==> src/design/kpl_pkg.sv <==
`default_nettype none

package kpl_pkg;

	// Input item kinds, carried on the slave tuser bit
	typedef enum logic {
		OP_KEY  = 1'b0,
		OP_TICK = 1'b1
	} kpl_op_t;

	typedef enum logic [2:0] {
		ST_OK            = 3'd0,
		ST_INCOMPLETE    = 3'd1,
		ST_INVALID       = 3'd2,
		ST_VALID         = 3'd3,
		ST_COOLDOWN      = 3'd4,
		ST_REQUIRE_RESET = 3'd5
	} kpl_status_t;

	// Configuration register indexes
	typedef enum logic [2:0] {
		REG_SECRET       = 3'd0,
		REG_MAX_ATTEMPTS = 3'd1,
		REG_COOLDOWN     = 3'd2,
		REG_POP_KEY      = 3'd3,
		REG_VALIDATE_KEY = 3'd4
	} kpl_reg_t;

	localparam int unsigned CFG_INDEX_W = 3;
	localparam int unsigned CFG_DATA_W  = 32;

	localparam logic [7:0] KEY_ZERO = 8'h30;
	localparam logic [7:0] KEY_NINE = 8'h39;

	// Digits held by the secret register
	localparam int unsigned SECRET_DIGITS = 4;

	localparam logic [15:0] SECRET_RST       = 16'd0;
	localparam logic [7:0]  MAX_ATTEMPTS_RST = 8'd3;
	localparam logic [31:0] COOLDOWN_RST     = 32'd30;
	localparam logic [7:0]  POP_KEY_RST      = 8'd42;
	localparam logic [7:0]  VALIDATE_KEY_RST = 8'd35;

	typedef struct packed {
		logic [15:0] secret_digits;
		logic [7:0]  max_attempts;
		logic [31:0] cooldown_ticks;
		logic [7:0]  pop_key;
		logic [7:0]  validate_key;
	} kpl_cfg_t;

	typedef struct packed {
		logic [7:0]  fail_count;
		logic        cooldown_active;
		logic        locked;
		logic [2:0]  entered_count;
		kpl_status_t status;
	} kpl_result_t;

endpackage

`default_nettype wire

==> src/design/kpl_core.sv <==
`default_nettype none

module kpl_core #(
	parameter int unsigned CODE_DIGITS = 4
) (
	input  wire logic              clk,
	input  wire logic              arst_n,
	input  wire kpl_pkg::kpl_cfg_t cfg,
	input  wire logic              step,
	input  wire kpl_pkg::kpl_op_t  op,
	input  wire logic [7:0]        key_code,
	output kpl_pkg::kpl_result_t   result
);

	localparam int unsigned CW = $clog2(CODE_DIGITS + 1);

	logic [3:0]    entry_q [CODE_DIGITS];
	logic [CW-1:0] count_q;
	logic [7:0]    fail_q;
	logic          started_q;
	logic [31:0]   elapsed_q;
	logic          lockout_q;

	logic [CW-1:0] count_d;
	logic [7:0]    fail_d;
	logic          started_d;
	logic [31:0]   elapsed_d;
	logic          lockout_d;
	logic          digit_we;
	logic [3:0]    digit_val;

	logic [CODE_DIGITS-1:0] digit_hit;
	logic                   match;
	logic                   running;
	logic                   is_digit;
	logic [7:0]             fail_inc;
	kpl_pkg::kpl_status_t   status;

	// Compare each held digit with its secret nibble, or with zero past the secret's digits
	for (genvar i = 0; i < CODE_DIGITS; i++) begin : g_cmp
		if (i < kpl_pkg::SECRET_DIGITS) begin : g_sec
			assign digit_hit[i] = (entry_q[i] == cfg.secret_digits[4*i +: 4]);
		end else begin : g_zero
			assign digit_hit[i] = (entry_q[i] == 4'd0);
		end
	end

	assign match     = &digit_hit;
	assign running   = started_q && (elapsed_q < cfg.cooldown_ticks);
	assign is_digit  = (key_code >= kpl_pkg::KEY_ZERO) && (key_code <= kpl_pkg::KEY_NINE);
	assign fail_inc  = (fail_q == 8'hFF) ? fail_q : fail_q + 8'd1;
	assign digit_val = 4'(key_code - kpl_pkg::KEY_ZERO);

	always_comb begin
		count_d   = count_q;
		fail_d    = fail_q;
		started_d = started_q;
		elapsed_d = elapsed_q;
		lockout_d = lockout_q;
		digit_we  = 1'b0;
		status    = kpl_pkg::ST_OK;
		if (op == kpl_pkg::OP_TICK) begin
			if (running) begin
				elapsed_d = elapsed_q + 32'd1;
			end
		end else if (lockout_q) begin
			status = kpl_pkg::ST_REQUIRE_RESET;
		end else if (running) begin
			count_d = '0;
			status  = kpl_pkg::ST_COOLDOWN;
		end else if (key_code == cfg.pop_key) begin
			if (count_q != '0) begin
				count_d = count_q - CW'(1);
			end
		end else if (key_code == cfg.validate_key) begin
			if (count_q != CW'(CODE_DIGITS)) begin
				status = kpl_pkg::ST_INCOMPLETE;
			end else begin
				count_d = '0;
				if (match) begin
					fail_d    = 8'd0;
					started_d = 1'b0;
					elapsed_d = 32'd0;
					status    = kpl_pkg::ST_VALID;
				end else if (started_q) begin
					// Last try after cooldown failed
					lockout_d = 1'b1;
					status    = kpl_pkg::ST_INVALID;
				end else begin
					fail_d = fail_inc;
					if (fail_inc >= cfg.max_attempts) begin
						started_d = 1'b1;
						elapsed_d = 32'd0;
					end
					status = kpl_pkg::ST_INVALID;
				end
			end
		end else if (is_digit && (count_q < CW'(CODE_DIGITS))) begin
			digit_we = 1'b1;
			count_d  = count_q + CW'(1);
		end
	end

	always_comb begin
		result.status          = status;
		result.entered_count   = 3'(count_d);
		result.locked          = lockout_d;
		result.cooldown_active = started_d && (elapsed_d < cfg.cooldown_ticks);
		result.fail_count      = fail_d;
	end

	always_ff @(posedge clk or negedge arst_n) begin
		if (!arst_n) begin
			count_q   <= '0;
			fail_q    <= 8'd0;
			started_q <= 1'b0;
			elapsed_q <= 32'd0;
			lockout_q <= 1'b0;
		end else if (step) begin
			count_q   <= count_d;
			fail_q    <= fail_d;
			started_q <= started_d;
			elapsed_q <= elapsed_d;
			lockout_q <= lockout_d;
		end
	end

	// Entry digits hold no reset; only a full entry is ever compared
	always_ff @(posedge clk) begin
		for (int i = 0; i < CODE_DIGITS; i++) begin
			if (step && digit_we && (count_q == CW'(i))) begin
				entry_q[i] <= digit_val;
			end
		end
	end

endmodule

`default_nettype wire

==> src/design/keypad_passcode_lock.sv <==
`default_nettype none

// Keypad passcode lock.
// Slave stream: one transaction per key press or time tick. tuser selects
// the kind (0 key, 1 tick), tdata carries the key code.
// Master stream: exactly one result transaction per input transaction, in
// order: status, digits entered, locked flag, cooldown flag, failure count.
// Configuration: write cfg_data to register cfg_index while cfg_we is high;
// write only while no transaction is in flight.
// An accepted input waits in the input stage, then its result is registered
// in the output register. Throughput is one transaction per cycle unless the
// master side stalls; the state update is a single compare-and-update step
// between the stages, and the 32-bit cooldown compare sets the longest path.
// When the master side stalls, the output register holds its result and an
// empty input stage takes one more transaction before s_tready drops.
// Reset clears the entry, counters, cooldown and lockout, and restores the
// configuration defaults; only reset leaves a lockout.

module keypad_passcode_lock #(
	parameter int unsigned CODE_DIGITS = 4
) (
	input  wire logic                              clk,
	input  wire logic                              arst_n,
	input  wire logic                              s_tvalid,
	output logic                                   s_tready,
	input  wire logic [7:0]                        s_tdata,  // [7:0] key_code
	input  wire logic                              s_tuser,  // [0] op
	output logic                                   m_tvalid,
	input  wire logic                              m_tready,
	// [2:0] status, [5:3] entered_count, [6] locked, [7] cooldown_active,
	// [15:8] fail_count
	output logic [15:0]                            m_tdata,
	input  wire logic                              cfg_we,
	input  wire logic [kpl_pkg::CFG_INDEX_W-1:0]   cfg_index,
	input  wire logic [kpl_pkg::CFG_DATA_W-1:0]    cfg_data
);

	kpl_pkg::kpl_cfg_t    cfg_q;
	kpl_pkg::kpl_result_t result;

	logic             valid_s1;
	kpl_pkg::kpl_op_t op_s1;
	logic [7:0]       key_s1;
	logic             m_valid_q;
	logic [15:0]      m_data_q;
	logic             advance;
	logic             step;

	assign advance  = !m_valid_q || m_tready;
	assign step     = valid_s1 && advance;
	assign s_tready = !valid_s1 || advance;
	assign m_tvalid = m_valid_q;
	assign m_tdata  = m_data_q;

	always_ff @(posedge clk or negedge arst_n) begin
		if (!arst_n) begin
			cfg_q.secret_digits  <= kpl_pkg::SECRET_RST;
			cfg_q.max_attempts   <= kpl_pkg::MAX_ATTEMPTS_RST;
			cfg_q.cooldown_ticks <= kpl_pkg::COOLDOWN_RST;
			cfg_q.pop_key        <= kpl_pkg::POP_KEY_RST;
			cfg_q.validate_key   <= kpl_pkg::VALIDATE_KEY_RST;
		end else if (cfg_we) begin
			unique case (cfg_index)
				kpl_pkg::REG_SECRET:       cfg_q.secret_digits  <= cfg_data[15:0];
				kpl_pkg::REG_MAX_ATTEMPTS: cfg_q.max_attempts   <= cfg_data[7:0];
				kpl_pkg::REG_COOLDOWN:     cfg_q.cooldown_ticks <= cfg_data[31:0];
				kpl_pkg::REG_POP_KEY:      cfg_q.pop_key        <= cfg_data[7:0];
				kpl_pkg::REG_VALIDATE_KEY: cfg_q.validate_key   <= cfg_data[7:0];
				default: ;
			endcase
		end
	end

	always_ff @(posedge clk or negedge arst_n) begin
		if (!arst_n) begin
			valid_s1  <= 1'b0;
			m_valid_q <= 1'b0;
		end else begin
			if (s_tready) begin
				valid_s1 <= s_tvalid;
			end
			if (advance) begin
				m_valid_q <= valid_s1;
			end
		end
	end

	always_ff @(posedge clk) begin
		if (s_tvalid && s_tready) begin
			op_s1  <= kpl_pkg::kpl_op_t'(s_tuser);
			key_s1 <= s_tdata;
		end
		if (step) begin
			m_data_q <= {result.fail_count, result.cooldown_active, result.locked,
				result.entered_count, result.status};
		end
	end

	kpl_core #(
		.CODE_DIGITS (CODE_DIGITS)
	) u_core (
		.clk      (clk),
		.arst_n   (arst_n),
		.cfg      (cfg_q),
		.step     (step),
		.op       (op_s1),
		.key_code (key_s1),
		.result   (result)
	);

endmodule

`default_nettype wire

==> config.mk <==
export PLATFORM = sky130hd
export DESIGN_NAME = keypad_passcode_lock
export DESIGN_NICKNAME = d
export VERILOG_FILES = /design/src/design/kpl_pkg.sv /design/src/design/kpl_core.sv /design/src/design/keypad_passcode_lock.sv
export SDC_FILE = /design/constraint.sdc
export NUM_CORES = 1
export LEC_CHECK = 0
export ABC_AREA = 1
export BUFFER_PORTS_ARGS = -buffer_cell sky130_fd_sc_hd__buf_4
export CAP_MARGIN = 5
export CORE_MARGIN = 5
export CORE_UTILIZATION = 55
export DETAILED_ROUTE_END_ITERATION = 7
export PLACE_DENSITY_LB_ADDON = 0.08
export SYNTH_ARGS = -nofsm -noshare
export SYNTH_HDL_FRONTEND = slang
export SYNTH_HIERARCHICAL = 1
export SYNTH_SLANG_ARGS = --single-unit
==> constraint.sdc <==
create_clock -name clk -period 3.9 [get_ports clk]
set_input_delay 0.39 -clock clk [delete_from_list [all_inputs] [get_ports clk]]
set_output_delay 0.39 -clock clk [all_outputs]
set_load 0.005 [all_outputs]
### Word-level counts from Yosys, hierarchy flattened

Memories as Yosys holds them, arrays and structs flattened.
Cells that the tools add are included.

| cells by class | value |
|---|---|
| add/subtract/negate cells | 5 |
| $mul | 0 |
| divide/modulo/power cells | 0 |
| magnitude comparators | 6 |
| equality and inequality tests | 15 |
| shift operators | 0 |
| muxes and demuxes | 73 |
| bitwise logic cells | 1 |
| reductions and logical operators | 28 |

Operators by type and width:

| cell | count |
|---|---|
| $mux 32 | 10 |
| $mux 8 | 9 |
| $lt 32x32->1 | 2 |
| $mux 3 | 13 |
| $mux 1 | 35 |
| $add 32x1->32 const B | 1 |
| $eq 4x4->1 | 4 |
| $eq 8x8->1 | 2 |
| $eq 3x2->1 const B | 4 |
| $mux 4 | 3 |
| $reduce_or 4->1 | 3 |
| $logic_and 1x1->1 | 11 |
| $reduce_and 2->1 | 5 |
| $add 8x1->8 const B | 1 |
| $eq 8x8->1 const B | 1 |
| $ge 8x6->1 const B | 1 |
| $ge 8x8->1 | 1 |
| $le 8x6->1 const B | 1 |
| $eq 3x1->1 const B | 2 |
| $logic_not 3->1 | 2 |
| $mux 2 | 3 |
| $reduce_or 6->1 | 1 |
| $reduce_and 4->1 | 1 |
| $sub 4x1->4 const B | 1 |
| 9 further kinds | 11 |

| storage, ports and cells | value |
|---|---|
| bits in registers | 144 |
| latch bits | 0 |
| memory bits (writable) | 16 |
| memory bits (read-only) | 0 |
| bits of input ports | 49 |
| output and inout port bits | 18 |
| logic and storage cells | 146 |
| memories kept | 1 |

Memories:

| memory | words | bits a word | rd ports | clocked after Yosys merged registers in | wr ports | RTL line | text |
|---|---|---|---|---|---|---|---|
| u_core.entry_q | 4 | 4 | 4 | 0 | 1 | kpl_core.sv:17 | `logic [3:0] entry_q [CODE_DIGITS];` |

### Logic depth before layout (Yosys ltp)

Gate-level depths: netlist of run 1.

| logic depth | value |
|---|---|
| depth in word-level cells | 17 |
| gate-level depth with buffers | 33 |

### Cells and area by module

Netlist of run 1, hierarchy kept.

By module, submodules not included:

| module | times used | cells each | area an instance (µm²) |
|---|---|---|---|
| kpl_core | 1 | 848 | 5,964.5 |
| keypad_passcode_lock | 1 | 358 | 3,723.6 |

### Worst setup path after synthesis of run 1

OpenSTA, ideal clock, no wires.

| timing | value |
|---|---|
| path type | reg2reg |
| start | register u_core.fail_q[2] |
| end | register m_data_q[7], in the netlist m_tdata[7], data pin |
| library setup time | 0.146 ns |
| arrival | 3.707 ns |
| data required time | 3.754 ns |
| setup slack | 0.047 ns |
| stages on the path, launching flop included | 29 |
| path through | dfrtp_1 -> inv_1 -> nor3_1 -> inv_1 -> nor2_1 -> inv_1 -> nor3_1 -> nand2_1 -> nor3_1 -> a21oi_1 -> ha_1 -> a21o_1 -> nor2_1 -> nand3_1 -> nand2_1 -> nand2_1 -> nand2_1 -> clkinv_1 -> nand3_1 -> clkbuf_1 -> nand2_1 -> mux2i_1 -> ha_1 -> nand2_1 -> nor2_1 -> a211oi_1 -> o221ai_1 -> a211o_1 -> a21oi_1 |

RTL lines:

| item | RTL line | text |
|---|---|---|
| start, declared | kpl_core.sv:19 | `logic [7:0] fail_q;` |
| start signal, assigned | kpl_core.sv:121 | `fail_q <= fail_d;` |
| end signal, assigned | keypad_passcode_lock.sv:94 | `m_data_q <= {result.fail_count, result.cooldown_active, result.locked,` |
| end, declared | keypad_passcode_lock.sv:45 | `logic [15:0] m_data_q;` |

==> results by group, run 1 <==
Yosys
  • Synth area leaders: dfrtp_1 (28%), nand2_1 (15%), edfxtp_1 (13%), ha_1 (10%), nand3_1 (5.1%)
  • Post-synth EDFFs: slightly above 40
  • Cell Area, Synth: around 9700 um^2
  • Cell accounting for the most synthesized area: dfrtp_1
  • Register area share after synthesis: between 40 and 50%
  • Most used DFF post-synth: dfrtp_1
  • Synth cell types: 54
  • Seq cells post-synth: 160
  • Post-synthesis net count: 1,333
  • Synth Area per Inst: roughly 8.0 um^2
  • Syn Inst Count: between 1,000 and 1,500
  • YS warnings: 6
  • Most numerous cell in the Yosys netlist: nand2_1
  • Synth top area share: between 20% and 30%
  • Async S/R FF share, synth: 74.4%
  • Top post-synthesis cells by count: nand2_1 (386), inv_1 (125), dfrtp_1 (107), nand3_1 (98), ha_1 (78)

STA
  • Final hold viol count: 0
  • Slew Viols, Final: 0
  • Final setup fails: 1
  • PnR worst setup slack: -0.336 ns
  • RSZ-0062 raised after global routing: true
  • Min Tclk post-route: between 4 and 5 ns
  • Slew Limit Headroom: 28.2%
  • Worst Tran Pin Value: about 1.1 ns
  • Fmax: roughly 240 MHz
  • Tcrit/Tclk final: 109%
  • Hold slack: about 0.12 ns
  • Final Skew: 0.0145 ns

Die
  • Chip height: 143 um
  • Boundary Pins: 67
  • DIE AREA: about 20,000 um^2
  • Core Rows: 48
  • Core outline area: 17,300 um^2
  • DIE WIDTH: ~140 um
  • Starting density of the core: 56.0%

Clocking
  • Max clock buf depth: 2
  • Root Driver: clkbuf_16
  • Worst-Skew Late Latency: ~0.44 ns
  • Reg clk slew, reported paths: about 0.08 ns
  • H-tree levels: 4
  • Clk sinks: between 150 and 200
  • TritonCTS clock tree: yes
  • Number of buffers created by CTS: 17

Detailed routing
  • DRC viols: 0
  • Routed WL per cell: about 15 um
  • DRT Pass-1 Iters: 5
  • First DRT Iteration DRCs: 600
  • Vias: 8,519
  • Vias per cell: about 5.5
  • Antenna-violating nets left: 0
  • Final wirelength: roughly 24,000 um

Finish
  • Filler Cell Count: about 1,500
  • Ant diodes: 0
  • Storage cell area: between 4000 and 5000 um^2
  • Area Growth Syn to Fin: 19.8%
  • Final core occ: between 60 and 70%
  • Share of cells above drive strength 1: between 10% and 20%
  • Finished Layout Cells: roughly 1,600
  • Final nets: around 1,400
  • Multi-input logic area: 4950 um^2

Worst setup path
  • Worst EP required: 4.09 ns
  • WP data arrival: ~4.4 ns
  • CP peak stage delay: 0.38 ns
  • CP Class: flop to flop
  • Crit path max fanout: 6
  • Worst Setup End Kind: flop
  • CP Launch Type: flop
  • Critical path's slowest cell: dfrtp_1
  • Most common cell on crit path: nor3_2

Hold path
  • Worst min-delay path class: input port to flop

Placed design
  • Routability cong.: ~0.9
  • DP HPWL: around 17,000 um
  • Placement Setup Slack: -0.274 ns
  • PortBufs: 66
  • Placed insts: between 1,500 and 2,000

Global route
  • GR Overflow Total: 0
  • Largest net degree at the start of global routing: 78
  • GRT Total Usage: 23.9%
  • First-pass GRT wire length: between 30,000 and 40,000 um
  • Via count of the first global-routing pass: between 8,000 and 9,000
  • Antenna violations before repair: 0

Flow run
  • Max-cap viol count: 0

Status
  • Failing checks: setup timing
  • Outcome: complete, but fails checks

Power
  • Total Power: approximately 5300 uW
  • Lkg Pwr: around 0.0057 uW
  • Peak supply drop: 0.365 mV
  • P per Cell Area: around 450 nW/um^2
final timing paths:
path / startpoint / end / slack, ns / cells past startpoint
min in group asynchronous: arst_n / cfg_q[35] / 0.51 / 2
max reg2reg: u_core/fail_q[0] / m_tdata[7] / -0.34 / 27
min: s_tdata[1] / key_s1[1] / 0.12 / 1
min reg2reg: cfg_q[19] / cfg_q[19] / 0.47 / 2
max: u_core/fail_q[0] / m_tdata[7] / -0.34 / 27
max in group asynchronous: arst_n / cfg_q[48] / 2.52 / 3
per-layer routing:
metal / wire (um) / share of wire (%) / global-route usage, %
met5: 0 / 0 / 0
met2: 11900 / 49 / 40.9
met3: 978 / 4.1 / 3.18
met1: 10600 / 44 / 31.5
met4: 593 / 2.5 / 7.60
final cells by class:
| class | instances | share of cell area, % |
|---|---|---|
| Timing Repair Buffer | 127 | 8.66 |
| Sequential cell | 160 | 36.4 |
| Multi-Input combinational cell | 874 | 42.7 |
| Tap cell | 225 | 2.43 |
| Clock buffer | 17 | 3.67 |
| Clock inverter | 15 | 1.55 |
| Inverter | 142 | 4.64 |
sequential cells by signal (all words and copies together), names as in the netlist:
| register | count |
|---|---|
| cfg_q | 72 |
| u_core/elapsed_q | 32 |
| m_tdata | 16 |
| u_core/entry_q | 16 |
| key_s1 | 8 |
| u_core/fail_q | 8 |
| u_core/count_q | 3 |
| m_tvalid | 1 |
| op_s1 | 1 |
| u_core/lockout_q | 1 |
| u_core/started_q | 1 |
| valid_s1 | 1 |
worst max-delay path: cells and delay by family, from the launching register on:
family	cells	cell delay [ns]
AND/OR/NAND/NOR	17	2.27
adder cells (fa/ha/maj)	2	0.58
flip-flops	1	0.38
AO/OA/AOI/OAI	3	0.21
buffers and inverters	5	0.52
through the flow:
stage	cell area, um^2	setup TNS [ns]
floorplan	9690	0
global placement	10700	-0.186
detailed placement	10700	-0.274
CTS	11400	-0.120
global route	11600	-0.604
finish	11600	-0.336
cells by family after synthesis:
family	synth area share, %
XOR/XNOR	2.53
AND/OR/NAND/NOR	27.6
buffers and inverters	7.04
flip-flops	43.6
AO/OA/AOI/OAI	9.08
multiplexers	0.103
adder cells (fa/ha/maj)	10.1
cells in the final DEF, fill, tap and decap left out, drive strengths merged, types with 2 or more instances in the layout:
master and instances:
nor2 73, nand2 392, clkbuf 17, buf 126, o211ai 3, dfstp 12, xor2 20, a211oi 5
ha 78, inv 148, nor3 22, o32ai 2, dfrtp 107, o21a 2, nor3b 2, o22ai 7
xnor2 8, nand3 100, a21o 2, a21oi 42, o21ai 86, edfxtp 41, nand4 17, clkinv 8
nor4 3
power by group:
part	switching, uW	internal [uW]	total [uW]
combinational	860	583	1440
clock	817	870	1690
sequential	181	1960	2140
total	1860	3420	5270
what timing repair did:
item                                    4_1_cts  5_1_grt
cloned                                        1        0
resized for setup                            16       24
hold buffers                                  1        0
endpoints found under the setup margin        1        1
endpoints found under the hold margin         1        0
setup buffers                                 2        8
pin swaps                                     7       21
No activity file was read; power rests on OpenSTA's default activity.
==> inputs of run 2 (changes only) <==
--- a/config.mk
+++ b/config.mk
@@ -6,7 +6,7 @@
 export NUM_CORES = 1
 export LEC_CHECK = 0
 export ABC_AREA = 1
-export BUFFER_PORTS_ARGS = -buffer_cell sky130_fd_sc_hd__buf_4
+export BUFFER_PORTS_ARGS = -buffer_cell sky130_fd_sc_hd__clkbuf_2
 export CAP_MARGIN = 5
 export CORE_MARGIN = 5
 export CORE_UTILIZATION = 55
==> run 2 against run 1 <==
The run still ends with setup timing left. Final cell count shrank 0.45%. Sequential cell count is the same. Sequential share of layout area grew 0.81 points. Clock skew shrank 0.0013 ns. Critical path type unchanged. Core utilization shrank 1.5 points. Non-clock buffer count shrank 7. Global-route usage is essentially flat. First-iteration DRC count shrank 3.7%. Register-to-register slack gained 0.18 ns. Highest routed layer unchanged. Hold slack lost 0.033 ns. Largest power group unchanged. Count of clock-buffer cells in the layout is the same. Design area shrank 2.2%.
==> results by group, run 2 (synthesis gave the netlist of run 1 again) <==
Flow run
  • Max-cap viol count: 0 (unchanged)

STA
  • Slew Viols, Final: 0 (unchanged)
  • Final setup fails: 1 (unchanged)
  • Setup tns final: -0.154 ns (was -0.336 ns)
  • Min Tclk post-route: 4.05 ns (was 4.24 ns)
  • PnR worst setup slack: -0.154 ns (was -0.336 ns)
  • RSZ-0062 raised after global routing: true (unchanged)
  • Worst Tran Pin Value: 1.09 ns (was 1.08 ns)
  • Hold slack: 0.0874 ns (was 0.120 ns)
  • Tcrit/Tclk final: 104% (was 109%)
  • Final Skew: 0.0132 ns (was 0.0145 ns)
  • Final hold viol count: 0 (unchanged)
  • Slew Limit Headroom: 27.4% (was 28.2%)
  • Fmax: 247 MHz (was 236 MHz)

Finish
  • Share of cells above drive strength 1: 17.9% (was 18.4%)
  • Commonest non-fill, non-tap cell in the layout: nand2_1 (unchanged)
  • Final nets: 1,442 (was 1,449)
  • Fin area: 11,300 um^2 (was 11,600 um^2)
  • Final core occ: 65.6% (was 67.1%)
  • Most frequent cells in the layout: nand2_1 (383), inv_1 (124), dfrtp_1 (107) (was nand2_1 (382), inv_1 (123), buf_4 (122))
  • Max FFs per register: 72 (unchanged)
  • Area Growth Syn to Fin: 17.1% (was 19.8%)
  • Top flop regs: cfg_q x72, u_core/elapsed_q x32 (unchanged)
  • Top reg by flops: cfg_q (unchanged)
  • Ant diodes: 0 (unchanged)

Detailed routing
  • Antenna-violating nets left: 0 (unchanged)
  • Final wirelength: 23,300 um (was 24,100 um)
  • Vias per cell: 5.33 (was 5.46)
  • Routed WL per cell: 15.0 um (was 15.4 um)
  • Vias: 8,278 (was 8,519)
  • First DRT Iteration DRCs: 578 (was 600)
  • DRT Pass-1 Iters: 5 (unchanged)
  • DRC viols: 0 (unchanged)

Worst setup path
  • CP Class: flop to flop (unchanged)
  • CP top delay family: simple AND/OR/NAND/NOR gates (unchanged)
  • Worst Setup End Kind: flop (unchanged)
  • Critical Path Start: u_core/fail_q[1] (was u_core/fail_q[0])
  • Worst EP required: 4.09 ns (about the same)
  • R2r endpoint: m_tdata[7] (unchanged)
  • R2R Setup Slk: -0.15 ns (was -0.34 ns)
  • CP peak stage delay: 0.35 ns (was 0.38 ns)
  • Worst r2r path cells: 26 (was 27)
  • Crit path max fanout: 6 (unchanged)
  • Buf/Inv on CP: 4 (was 5)
  • Critical path's slowest cell: dfrtp_1 (unchanged)
  • Crit Reg-Reg Startpoint: u_core/fail_q[1] (was u_core/fail_q[0])
  • CP Launch Type: flop (unchanged)
  • WP data arrival: 4.24 ns (was 4.42 ns)

Placed design
  • Post-DP Area: 10,600 um^2 (was 10,700 um^2)
  • DP HPWL: 16,600 um (was 16,900 um)
  • PortBufs: 66 (unchanged)
  • Routability cong.: 0.917 (was 0.884)

Power
  • Lkg Pwr: 0.00559 uW (was 0.00566 uW)
  • P per Cell Area: 456 nW/um^2 (was 455 nW/um^2)
  • Total Power: 5180 uW (was 5270 uW)
  • Peak supply drop: 0.328 mV (was 0.365 mV)

Clocking
  • Max clock buf depth: 2 (unchanged)
  • Root Driver: clkbuf_16 (unchanged)
  • Clk sinks: 160 (unchanged)
  • H-tree levels: 4 (unchanged)
  • Number of buffers created by CTS: 17 (unchanged)
  • Worst-Skew Late Latency: 0.44 ns (about the same)
  • Reg clk slew, reported paths: 0.07 ns (was 0.08 ns)
  • TritonCTS clock tree: yes (unchanged)
  • Hold Buf Count CTS: 0 (was 1)

Status
  • Outcome: complete, but fails checks (unchanged)
  • Failing checks: setup timing (unchanged)

Die
  • Core outline area: 17,300 um^2 (unchanged)
  • Core Rows: 48 (unchanged)
  • Boundary Pins: 67 (unchanged)
  • DIE AREA: 20,400 um^2 (unchanged)
  • Chip height: 143 um (unchanged)
  • DIE WIDTH: 143 um (unchanged)
  • Starting density of the core: 56.0% (unchanged)

Hold path
  • Worst min-delay path class: input port to asynchronous set/reset pin (was input port to flop)

Global route
  • GR Overflow Total: 0 (unchanged)
  • GRT Total Usage: 23.8% (was 23.9%)
  • Antenna violations before repair: 0 (unchanged)
  • Largest net degree at the start of global routing: 78 (unchanged)
  • First-pass GRT wire length: 38,900 um (was 38,800 um)
  • Via count of the first global-routing pass: 8,127 (was 8,013)
==> run 2: worst max-delay path by stage <==
stage	slack (ns)	end	cells past startpoint
CTS	-0.02	m_tdata[7]	26
finish	-0.15	m_tdata[7]	26
global placement	-0.11	m_tdata[7]	29
detailed placement	-0.21	m_tdata[7]	30
global route	-0.48	m_tdata[7]	26
floorplan	0.05	m_tdata[7]	28
==> run 2: per-layer routing <==
metal  global-route usage (%)  share of wire (%)  vias to the layer above
li1                         -                  -                     4190
met1                     31.6                 45                     3826
met2                     39.4                 48                      212
met3                     4.35                4.6                       50
met4                     8.55                2.6                        0
met5                        0                  0                        -
==> run 2: report_power, final <==
group / leakage (uW) / switching [uW] / internal, uW
logic: 0.00340 / 840 / 545
registers: 0.00190 / 179 / 1960
clock network: 0.000285 / 789 / 859
==> run 2: area by class of cell <==
cell class	count	area (um^2)
timing repair buffer	120	792
clock inverter	15	163
tap	225	282
sequential	160	4220
clock buffer	17	425
multi-input combinational	874	4930
fill	1462	5950
inverter	142	536
==> run 2: through the flow <==
| step | std cells | setup WS (ns) |
|---|---|---|
| 2_1_floorplan | 1206 | 0.0467 |
| 3_3_place_gp | 1517 | -0.113 |
| 3_5_place_dp | 1517 | -0.210 |
| 4_1_cts | 1551 | -0.0201 |
| 5_1_grt | 1553 | -0.483 |
| 6_report | 1553 | -0.154 |
==> run 2: repair_timing <==
action | 4_1_cts | 5_1_grt
endpoints found under the setup margin | 1 | 1
pin swaps | 9 | 9
cloned | 1 | 0
gates resized for setup | 26 | 11
setup buffers | 1 | 2
==> inputs of run 3 (changes only) <==
--- a/config.mk
+++ b/config.mk
@@ -5,7 +5,6 @@
 export SDC_FILE = /design/constraint.sdc
 export NUM_CORES = 1
 export LEC_CHECK = 0
-export ABC_AREA = 1
 export BUFFER_PORTS_ARGS = -buffer_cell sky130_fd_sc_hd__clkbuf_2
 export CAP_MARGIN = 5
 export CORE_MARGIN = 5
==> run 3 against run 2 <==
Largest cell class unchanged. Final cell count down 10%. The flow still finishes with violations (setup timing). Power shrank 5.8%. Combinational power fell by 15%. Sequential cell count did not move. Highest routed layer unchanged. Critical endpoint unchanged.
==> results by group, run 3 <==
Clocking
  • Clk sinks: 160 (unchanged)
  • Root Driver: clkbuf_16 (unchanged)
  • H-tree levels: 4 (unchanged)
  • Hold Buf Count CTS: 0 (unchanged)
  • Reg clk slew, reported paths: 0.07 ns (about the same)
  • Max clock buf depth: 2 (unchanged)
  • Number of buffers created by CTS: 17 (unchanged)
  • TritonCTS clock tree: yes (unchanged)
  • Worst-Skew Late Latency: 0.44 ns (about the same)

Finish
  • Filler Cell Count: 1,319 (was 1,462)
  • Top reg by flops: cfg_q (unchanged)
  • Most frequent cells in the layout: buf_4 (188), dfrtp_1 (106), ha_1 (76) (was nand2_1 (383), inv_1 (124), dfrtp_1 (107))
  • Max FFs per register: 72 (unchanged)
  • Ant diodes: 0 (unchanged)
  • Fin area: 12,300 um^2 (was 11,300 um^2)
  • Top flop regs: cfg_q x72, u_core/elapsed_q x32 (unchanged)
  • Share of cells above drive strength 1: 36.7% (was 17.9%)
  • Final nets: 1,285 (was 1,442)
  • Finished Layout Cells: 1,396 (was 1,553)
  • Commonest non-fill, non-tap cell in the layout: buf_4 (was nand2_1)
  • Area Growth Syn to Fin: 28.8% (was 17.1%)

Yosys
  • Cell Area, Synth: 9550 um^2 (was 9690 um^2)
  • Most used DFF post-synth: dfrtp_1 (unchanged)
  • Top post-synthesis cells by count: dfrtp_1 (107), ha_1 (78), mux2_2 (73), nand3_1 (70), nand2_1 (63) (was nand2_1 (386), inv_1 (125), dfrtp_1 (107), nand3_1 (98), ha_1 (78))
  • Cell accounting for the most synthesized area: dfrtp_1 (unchanged)
  • Syn Inst Count: 914 (was 1,206)
  • Seq cells post-synth: 160 (unchanged)
  • YS warnings: 6 (unchanged)
  • Post-synthesis net count: 1,041 (was 1,333)
  • Most numerous cell in the Yosys netlist: dfrtp_1 (was nand2_1)
  • Synth cell types: 72 (was 54)
  • Post-synth EDFFs: 41 (unchanged)
  • Synth area leaders: dfrtp_1 (28%), edfxtp_1 (13%), ha_1 (10%), mux2_2 (8.6%), nand3_1 (3.7%) (was dfrtp_1 (28%), nand2_1 (15%), edfxtp_1 (13%), ha_1 (10%), nand3_1 (5.1%))
  • Register area share after synthesis: 44.2% (was 43.6%)
  • Synth top area share: 28.0% (was 27.6%)
  • Synth Area per Inst: 10.5 um^2 (was 8.03 um^2)
  • Async S/R FF share, synth: 74.4% (unchanged)

Die
  • Core outline area: 17,200 um^2 (was 17,300 um^2)
  • Boundary Pins: 67 (unchanged)
  • Chip height: 142 um (was 143 um)
  • Core Rows: 48 (unchanged)
  • DIE AREA: 20,100 um^2 (was 20,400 um^2)
  • DIE WIDTH: 142 um (was 143 um)
  • Starting density of the core: 55.6% (was 56.0%)

Worst setup path
  • Crit path max fanout: 6 (unchanged)
  • CP Launch Type: flop (unchanged)
  • Worst Setup End Kind: flop (unchanged)
  • Worst EP required: 4.08 ns (was 4.09 ns)
  • CP Class: flop to flop (unchanged)
  • Cells along the critical path: and3_4 > nand2_4 > or2_4 > nand3_2 > o21a_1 > ha_4 > a211o_1 > a31oi_1 > nor4_1 > a2111oi_1 > buf_4 > o21ai_4 > nand3_4 > buf_12 > buf_12 > buf_8 > nand3_4 > o21ai_2 > ha_1 > nand4_1 > nor3_2 > nand2_1 > or3_1 > o21a_1
  • WP data arrival: 4.87 ns (was 4.24 ns)
  • CP peak stage delay: 0.46 ns (was 0.35 ns)
  • Critical path's slowest cell: a2111oi_1 (was dfrtp_1)

Detailed routing
  • First DRT Iteration DRCs: 490 (was 578)
  • DRT Pass-1 Iters: 7 (was 5)
  • Routed WL per cell: 17.0 um (was 15.0 um)
  • DRC viols: 0 (unchanged)
  • Vias: 7,875 (was 8,278)
  • Antenna-violating nets left: 0 (unchanged)
  • Final wirelength: 23,800 um (was 23,300 um)
  • Vias per cell: 5.64 (was 5.33)

Placed design
  • DP HPWL: 17,200 um (was 16,600 um)
  • Post-DP Area: 11,400 um^2 (was 10,600 um^2)
  • Routability cong.: 0.906 (was 0.917)
  • Placed insts: 1,347 (was 1,517)
  • Placement Setup Slack: -0.886 ns (was -0.210 ns)
  • PortBufs: 66 (unchanged)

Status
  • Failing checks: setup timing (unchanged)
  • Outcome: complete, but fails checks (unchanged)

STA
  • Fmax: 213 MHz (was 247 MHz)
  • Min Tclk post-route: 4.69 ns (was 4.05 ns)
  • Slew Viols, Final: 0 (unchanged)
  • PnR worst setup slack: -0.791 ns (was -0.154 ns)
  • Tcrit/Tclk final: 120% (was 104%)
  • Slew Limit Headroom: 26.4% (was 27.4%)
  • Worst Tran Pin Value: 1.10 ns (was 1.09 ns)
  • RSZ-0062 raised after global routing: true (unchanged)
  • Final Skew: 0.0237 ns (was 0.0132 ns)
  • Final setup fails: 1 (unchanged)
  • Final hold viol count: 0 (unchanged)

Global route
  • Antenna violations before repair: 0 (unchanged)
  • GR Overflow Total: 0 (unchanged)
  • GRT Total Usage: 24.3% (was 23.8%)
  • First-pass GRT wire length: 38,800 um (was 38,900 um)
  • Via count of the first global-routing pass: 7,871 (was 8,127)
  • Largest net degree at the start of global routing: 60 (was 78)

Power
  • Peak supply drop: 0.380 mV (was 0.328 mV)
  • Lkg Pwr: 0.00566 uW (was 0.00559 uW)
  • P per Cell Area: 396 nW/um^2 (was 456 nW/um^2)

Flow run
  • Max-cap viol count: 0 (unchanged)

Hold path
  • Worst min-delay path class: input port to asynchronous set/reset pin (unchanged)
[run 3: repair_timing]
| action | CTS | global route |
|---|---|---|
| gates resized for setup | 29 | 18 |
| setup buffers | 8 | 9 |
| pin swaps | 29 | 26 |
| gates cloned | 1 | 0 |
| setup endpoints to repair | 1 | 1 |
[run 3: worst paths after layout]
path                                  startpoint          to  slack, ns  cells after the start
worst min register to register          valid_s1    m_tvalid       0.50                      1
max in group asynchronous                 arst_n    cfg_q[9]       2.91                      2
worst min-delay path                      arst_n   cfg_q[30]       0.02                      1
worst max register to register  u_core/fail_q[3]  m_tdata[7]      -0.79                     24
min in group clk                      s_tdata[0]   key_s1[0]       0.12                      1
worst max-delay path            u_core/fail_q[3]  m_tdata[7]      -0.79                     24
[run 3: final cells by class]
class                           instances  area (um^2)  area share, %
Multi-Input combinational cell        659         5120           41.6
Inverter                               58          218           1.77
Clock buffer                           22          485           3.95
Sequential cell                       160         4230           34.3
Tap cell                              225          282           2.29
Timing Repair Buffer                  262         1880           15.3
Clock inverter                         10         93.8          0.763
[run 3: worst max-delay path: cells and delay by family (launching register included)]
kind / cells / cell delay, ns
and+or+nand+nor: 11 / 1.77
AOI/OAI and AO/OA: 7 / 1.36
buffers and inverters: 4 / 0.56
adders and majority gates: 2 / 0.40
DFF: 1 / 0.34
[run 3: layer usage]
layer | part of all wire (%) | vias to the layer above | GRT usage (%)
met2 | 50 | 216 | 41.4
met3 | 4.2 | 28 | 4.04
met4 | 1.4 | 0 | 6.77
li1 | - | 3865 | -
met5 | 0 | - | 0
met1 | 44 | 3766 | 32.1
[run 3: kinds of logic (layout without fill, tap and decap cells)]
logic type                 count (synthesis)  in the layout  synth area share (%)
buffers and inverters                     95            352                  4.51
adders and majority gates                 78             78                  10.2
DFF                                      160            160                  44.2
and+or+nand+nor                          292            292                  16.3
muxes                                     82             82                  9.57
xor gates and xnor gates                  37             37                  3.39
AOI/OAI and AO/OA                        170            170                  11.8
[run 3: power by group]
group,internal [uW],leakage [uW],switching (uW),total [uW]
logic,592,0.00360,586,1180
clock network,908,0.000282,726,1630
registers,1950,0.00177,115,2060
[run 3: metrics by stage]
stage | total power (uW) | utilization, % | TNS, ns | hold WS (ns)
final | 4870 | 71.6 | -0.791 | 0.0194
after global routing | 5150 | 71.6 | -0.984 | 0.0744
after CTS | 4880 | 70.8 | -0.594 | 0.0371
after detailed placement | 3210 | 66.2 | -0.886 | 0.477
after global placement | 3170 | 66.2 | -0.778 | 0.470
after floorplan | 2760 | - | -0.570 | 0.0944
